$ cat src/hdl/shbk_pkg.sv
// Package for the string hash bucket core: widths, hash constants and the
// status struct passed from the remainder divider to the sequencer.
// No dependencies.
`default_nettype none

package shbk_pkg;

    localparam int unsigned CHAR_W   = 8;
    localparam int unsigned HASH_W   = 32;
    localparam int unsigned LEN_W    = 31;
    localparam int unsigned DIV_STEPS = HASH_W;
    localparam int unsigned STEP_W   = $clog2(DIV_STEPS + 1);

    localparam logic [HASH_W-1:0] HASH_MULT   = 32'd13;
    localparam logic [HASH_W-1:0] HASH_OFFSET = 32'd97;   // 'a'
    localparam logic [LEN_W-1:0]  LEN_RESET   = 31'd1;

    typedef struct packed {
        logic busy;
        logic done;
    } div_status_t;

endpackage

`default_nettype wire

$ cat src/hdl/shbk_hash_acc.sv
// Running polynomial hash accumulator, hash*13 + byte - 'a' modulo 2^32.
// Depends on shbk_pkg.
`default_nettype none

module shbk_hash_acc (
    input  wire logic                          aclk,
    input  wire logic                          aresetn,
    input  wire logic                          update,
    input  wire logic                          clear,
    input  wire logic [shbk_pkg::CHAR_W-1:0]   char_byte,
    output logic      [shbk_pkg::HASH_W-1:0]   hash_next
);

    logic [shbk_pkg::HASH_W-1:0] running_hash_reg;
    logic [shbk_pkg::HASH_W-1:0] running_hash_next;

    assign hash_next = running_hash_reg * shbk_pkg::HASH_MULT
                     + {{(shbk_pkg::HASH_W - shbk_pkg::CHAR_W){1'b0}}, char_byte}
                     - shbk_pkg::HASH_OFFSET;

    always_comb begin
        running_hash_next = running_hash_reg;
        if (clear) begin
            running_hash_next = '0;
        end else if (update) begin
            running_hash_next = hash_next;
        end
    end

    always_ff @(posedge aclk) begin
        if (!aresetn) begin
            running_hash_reg <= '0;
        end else begin
            running_hash_reg <= running_hash_next;
        end
    end

endmodule

`default_nettype wire

$ cat src/hdl/shbk_divider.sv
// Restoring remainder divider, one quotient bit per cycle.
// Depends on shbk_pkg. A zero divisor gives a remainder of zero.
`default_nettype none

module shbk_divider (
    input  wire logic                         aclk,
    input  wire logic                         aresetn,
    input  wire logic                         start,
    input  wire logic [shbk_pkg::HASH_W-1:0]  dividend,
    input  wire logic [shbk_pkg::LEN_W-1:0]   divisor,
    output shbk_pkg::div_status_t             status,
    output logic      [shbk_pkg::LEN_W-1:0]   remainder
);

    logic                          busy_reg;
    logic                          done_reg;
    logic [shbk_pkg::STEP_W-1:0]   count_reg;
    logic [shbk_pkg::HASH_W-1:0]   dvd_reg;
    logic [shbk_pkg::LEN_W-1:0]    divisor_reg;
    logic [shbk_pkg::LEN_W-1:0]    rem_reg;
    logic [shbk_pkg::LEN_W-1:0]    rem_next;
    logic [shbk_pkg::HASH_W-1:0]   partial;
    logic [shbk_pkg::HASH_W-1:0]   divisor_ext;

    assign partial     = {rem_reg, dvd_reg[shbk_pkg::HASH_W-1]};
    assign divisor_ext = {1'b0, divisor_reg};

    // Subtract when the shifted partial remainder covers the divisor
    always_comb begin
        if (partial >= divisor_ext) begin
            rem_next = shbk_pkg::LEN_W'(partial - divisor_ext);
        end else begin
            rem_next = shbk_pkg::LEN_W'(partial);
        end
    end

    always_ff @(posedge aclk) begin
        if (!aresetn) begin
            busy_reg  <= 1'b0;
            done_reg  <= 1'b0;
            count_reg <= '0;
        end else if (start) begin
            busy_reg  <= 1'b1;
            done_reg  <= 1'b0;
            count_reg <= '0;
        end else if (busy_reg) begin
            count_reg <= count_reg + 1'b1;
            if (count_reg == shbk_pkg::STEP_W'(shbk_pkg::DIV_STEPS - 1)) begin
                busy_reg <= 1'b0;
                done_reg <= 1'b1;
            end
        end
    end

    always_ff @(posedge aclk) begin
        if (start) begin
            dvd_reg     <= dividend;
            divisor_reg <= divisor;
            rem_reg     <= '0;
        end else if (busy_reg) begin
            dvd_reg <= {dvd_reg[shbk_pkg::HASH_W-2:0], 1'b0};
            rem_reg <= rem_next;
        end
    end

    assign status.busy = busy_reg;
    assign status.done = done_reg;
    assign remainder   = (divisor_reg == '0) ? '0 : rem_reg;

endmodule

`default_nettype wire

$ cat src/hdl/string_hash_bucket_core.sv
// String hash bucket core: hashes a key one byte per item and gives the
// bucket index (hash modulo table length) after the byte flagged as last.
//
// Input channel s_valid/s_ready carries s_char_byte and s_last_char.
// Result channel m_valid/m_ready carries m_bucket_index, one item per key.
// Configuration channel cfg_valid/cfg_ready writes table_length from
// cfg_data and is always ready. The user must write it only while the core
// is idle; the core itself does not enforce this.
//
// A byte without the last flag is taken into the hash and the next byte
// may follow at once. The last byte starts a restoring divider that
// produces one remainder bit per cycle. s_ready stays low until the
// remainder is loaded as the bucket index and m_valid rises.
// The result sits in an output register; ordinary bytes of the next key
// are taken while it waits. If the receiver stalls, a finished division
// holds until the output register frees up.
// Synchronous active-low reset clears the hash, empties the output
// register and sets table_length to 1.
// Depends on shbk_pkg, shbk_hash_acc and shbk_divider.
`default_nettype none

module string_hash_bucket_core (
    input  wire logic                          aclk,
    input  wire logic                          aresetn,
    input  wire logic                          s_valid,
    output logic                               s_ready,
    input  wire logic [shbk_pkg::CHAR_W-1:0]   s_char_byte,
    input  wire logic                          s_last_char,
    output logic                               m_valid,
    input  wire logic                          m_ready,
    output logic      [shbk_pkg::LEN_W-1:0]    m_bucket_index,
    input  wire logic                          cfg_valid,
    output logic                               cfg_ready,
    input  wire logic [shbk_pkg::LEN_W-1:0]    cfg_data
);

    typedef enum logic {
        ST_IDLE,
        ST_DIVIDE
    } state_t;

    state_t                         state_reg;
    logic                           m_valid_reg;
    logic [shbk_pkg::LEN_W-1:0]     m_bucket_index_reg;
    logic [shbk_pkg::LEN_W-1:0]     table_length_reg;

    logic                           s_accept;
    logic                           div_start;
    logic                           out_free;
    logic                           result_load;
    logic [shbk_pkg::HASH_W-1:0]    hash_next;
    logic [shbk_pkg::LEN_W-1:0]     remainder;
    shbk_pkg::div_status_t          div_status;

    assign s_ready   = (state_reg == ST_IDLE);
    assign s_accept  = s_valid && s_ready;
    assign div_start = s_accept && s_last_char;
    assign out_free  = !m_valid_reg || m_ready;
    assign cfg_ready = 1'b1;

    // Hold the finished remainder until the output register frees
    assign result_load = (state_reg == ST_DIVIDE) && div_status.done
                      && !div_status.busy && out_free;

    shbk_hash_acc u_hash (
        .aclk      (aclk),
        .aresetn   (aresetn),
        .update    (s_accept),
        .clear     (div_start),
        .char_byte (s_char_byte),
        .hash_next (hash_next)
    );

    shbk_divider u_div (
        .aclk      (aclk),
        .aresetn   (aresetn),
        .start     (div_start),
        .dividend  (hash_next),
        .divisor   (table_length_reg),
        .status    (div_status),
        .remainder (remainder)
    );

    always_ff @(posedge aclk) begin
        if (!aresetn) begin
            state_reg          <= ST_IDLE;
            m_valid_reg        <= 1'b0;
            m_bucket_index_reg <= '0;
            table_length_reg   <= shbk_pkg::LEN_RESET;
        end else begin
            if (cfg_valid) begin
                table_length_reg <= cfg_data;
            end
            if (result_load) begin
                m_valid_reg <= 1'b1;
            end else if (m_valid_reg && m_ready) begin
                m_valid_reg <= 1'b0;
            end
            unique case (state_reg)
                ST_IDLE: begin
                    if (div_start) begin
                        state_reg <= ST_DIVIDE;
                    end
                end
                ST_DIVIDE: begin
                    if (result_load) begin
                        m_bucket_index_reg <= remainder;
                        state_reg          <= ST_IDLE;
                    end
                end
                default: begin
                    state_reg <= ST_IDLE;
                end
            endcase
        end
    end

    assign m_valid        = m_valid_reg;
    assign m_bucket_index = m_bucket_index_reg;

endmodule

`default_nettype wire
$ cat config.mk
export PLATFORM = sky130hd
export DESIGN_NAME = string_hash_bucket_core
export DESIGN_NICKNAME = d
export VERILOG_FILES = /design/src/hdl/shbk_pkg.sv /design/src/hdl/shbk_hash_acc.sv /design/src/hdl/shbk_divider.sv /design/src/hdl/string_hash_bucket_core.sv
export SDC_FILE = /design/constraint.sdc
export NUM_CORES = 1
export LEC_CHECK = 0
export CELL_PAD_IN_SITES_DETAIL_PLACEMENT = 1
export CELL_PAD_IN_SITES_GLOBAL_PLACEMENT = 1
export CORE_MARGIN = 2
export CORE_UTILIZATION = 35
export CTS_BUF_LIST = sky130_fd_sc_hd__clkbuf_4 sky130_fd_sc_hd__clkbuf_8
export DETAILED_ROUTE_END_ITERATION = 10
export DONT_BUFFER_PORTS = 1
export GPL_ROUTABILITY_DRIVEN = 0
export GPL_TIMING_DRIVEN = 0
export HOLD_SLACK_MARGIN = 0.05
export PLACE_DENSITY_LB_ADDON = 0.1
export SLEW_MARGIN = 0
export SYNTH_ARGS = -nofsm -noshare
export SYNTH_HDL_FRONTEND = slang
export SYNTH_HIERARCHICAL = 1
export SYNTH_SLANG_ARGS = --single-unit
$ cat constraint.sdc
create_clock -name aclk -period 6.41 [get_ports aclk]
set_input_delay 1.282 -clock aclk [delete_from_list [all_inputs] [get_ports aclk]]
set_output_delay 1.282 -clock aclk [all_outputs]
set_load 0.03 [all_outputs]
==> metrics.txt <==
placed cell count 1990; nets 1693; fin. max-slew vios 0; met3 usage 3.474%; number of detailed-route iterations in the first pass 5; Die Footprint 40230 µm²; Placeable Area 38380 µm²; vias per cell 5.120; Hold Crit Endpoint u_div/divisor_reg[19]; Critical Path Most Common Cell ha_1; Die Wd 200.6 µm; Fin. Hold Viols 0; CTS tree yes; share of the synthesized area in the top cell type 19.99%; Min-Delay Path Class reg -> reg; worst-path fanout max 4; Initial Util 35.24%; yosys warns 6; post-synthesis cell area 13520 µm²; gr usage total 19.78%; Slowest cell on crit path o31ai_1; Slew headroom 30.67%; number of synthesized flops with an enable pin 63; critical path arrival 5.28 ns; worst-path cell chain ha_1 > ha_1 > inv_1 > fa_1 > inv_1 > ha_1 > fa_1 > a21o_1 > a221oi_2 > o31a_1 > nor3_1 > o31ai_1 > nand3_1 > xor2_1 > mux2_2; Yosys top cell by area dfxtp_1; vias in the first global route 11010; CTS Hold Bufs 0; Num CTS Buffers 17; boundary pin count 79; Starting DRT DRC Count 438; min-delay src table_length_reg[19]; ys flop type dfxtp_1; met1 Usage GRT 24.21%; FF+latch count, synth 198; CP endpoint kind flip-flop; drt total wl 38900 µm; Final Setup Violations 0; slew at the pin closest to its max-slew limit 1.040 ns; Syn Nets 1674; initial antenna violation count 3; setup TNS 0 ns; FFs w/ async S/R, synth 0%; Critical Path RT 6.68 ns; worst hold path stage count 0; reg2reg start u_hash/running_hash_reg[1]; post-route ant nets 0; post-CTS setup buffer count 0; Final WS setup 1.392 ns; max cap viols 0; Resized Gates After CTS 0; most area-consuming cells after synthesis dfxtp_1, edfxtp_1, ha_1, mux2i_1, fa_1; area grow syn2layout 7.763%; worst slack, placed 0.8470 ns; Buffers on Ports 0; wire per inst 19.22 µm; GR Overflow Total 0; RR Endpoint u_div/dvd_reg[28]; Cell Rows 72; top-count cell post-synth inv_1; R2R setup slack 1.56 ns; die height 200.6 µm; Crit path largest cell delay 0.55 ns; R2R depth 16; period utilization 78.29%; clock sink total 198; RSZ-0062 raised after global routing no; kind of critical path in -> reg; CTS max path bufs 2; DR DRC count 0; CP Launch Type input port; CTS Root Cell clkbuf_8; Yosys cell types 78; Synth top cells by count inv_1, nand2_1, dfxtp_1; GR peak layer met2; Post-Syn Instances 1472; clock skew 0.02023 ns; FMAX 0.1993 GHz; Non-Filler Instances 2024; clock slew at reported path FFs 0.12 ns; largest net degree at the start of global routing 37; layout cells sized above 1 7.247%; worst-skew pair later-pin latency 0.51 ns; status complete, no violations; H-tree levels 4; Seq/Total Area, Yosys 33.97%; global-route wire length before repair 62000 µm; Period minus WS final 5.018 ns; DP HPWL 30950 µm; DR vias 10360; Mean Syn Cell Area 9.187 µm²; met2 GRT Util 35.90%
==> critical path: cells and delay by family <==
kind / cells / cell delay (ns)
compound gates: 4 / 1.45
xor+xnor: 1 / 0.20
fa+ha+maj: 5 / 1.71
buf+inv: 2 / 0.09
mux: 1 / 0.29
simple gates: 2 / 0.26
==> how the worst max path moves through the flow <==
stage / startpoint / to / slack [ns] / depth (start not counted)
after CTS: s_char_byte[2] / u_div/dvd_reg[28] / 1.43 / 15
after detailed placement: s_char_byte[2] / u_div/dvd_reg[28] / 0.85 / 15
after global routing: s_char_byte[2] / u_div/dvd_reg[28] / 1.31 / 15
final: s_char_byte[2] / u_div/dvd_reg[28] / 1.39 / 15
after global placement: s_char_byte[2] / u_div/dvd_reg[28] / 0.88 / 15
after floorplan: s_char_byte[5] / u_div/dvd_reg[29] / 1.43 / 14
==> cells by family after synthesis <==
kind of cell | count (synthesis) | synth area share, %
adder cells (fa/ha/maj) | 157 | 16.58
AO/OA/AOI/OAI | 253 | 13.25
XOR/XNOR | 58 | 3.756
flip-flops | 198 | 33.97
multiplexers | 117 | 8.947
other | 1 | 0.02773
AND/OR/NAND/NOR | 449 | 16.00
buffers and inverters | 239 | 7.467
==> stage by stage <==
| step | hold WS [ns] | util [%] | instance area, µm² |
|---|---|---|---|
| after floorplan | 0.4076 | - | 13520 |
| after global placement | 0.4164 | 36.93 | 14170 |
| after detailed placement | 0.4197 | 36.93 | 14170 |
| after CTS | 0.4509 | 37.96 | 14570 |
| after global routing | 0.4636 | 37.96 | 14570 |
| final | 0.4452 | 37.97 | 14570 |
==> per-layer routing <==
layer,vias to the layer above,part of all wire [%]
li1,5132,-
met1,5091,45
met2,105,51
met3,33,2.7
met4,2,1.7
met5,-,0.023
==> cell usage in the layout, fill, tap and decap left out, types with 5 or more instances in the layout <==
| cell type | n |
|---|---|
| nand4_1 | 18 |
| nor4_1 | 15 |
| o21bai_1 | 6 |
| a221oi_1 | 5 |
| xor2_1 | 21 |
| o31ai_1 | 8 |
| a21oi_1 | 61 |
| nand2_1 | 157 |
| o21a_1 | 10 |
| dfxtp_1 | 135 |
| fa_1 | 37 |
| ha_1 | 120 |
| nor3_1 | 24 |
| buf_2 | 8 |
| a211oi_1 | 10 |
| mux2i_1 | 86 |
| a311oi_1 | 18 |
| edfxtp_1 | 63 |
| and3_1 | 5 |
| buf_4 | 10 |
| inv_1 | 161 |
| clkbuf_1 | 51 |
| a31oi_1 | 8 |
| nor2_1 | 89 |
| xnor2_1 | 37 |
| nand2b_1 | 9 |
| clkbuf_8 | 17 |
| a21o_1 | 31 |
| o21ai_0 | 37 |
| o211ai_1 | 10 |
| mux2_2 | 31 |
| nor2b_1 | 66 |
| nand3_1 | 32 |
| a211o_1 | 7 |
| or3_1 | 9 |
==> layout make-up <==
type,count,area (µm²)
flip-flops and latches,198,4594
well taps,518,648.1
multi-input cells,1035,7920
diodes,2,5.005
inverters,161,604.3
clock inverters,15,161.4
fillers,4517,23800
plain buffers,78,405.4
clock buffers,17,234.0
Power is not shown: default switching activity piles up to over one toggle a cycle in this logic, so the estimate is an artifact.
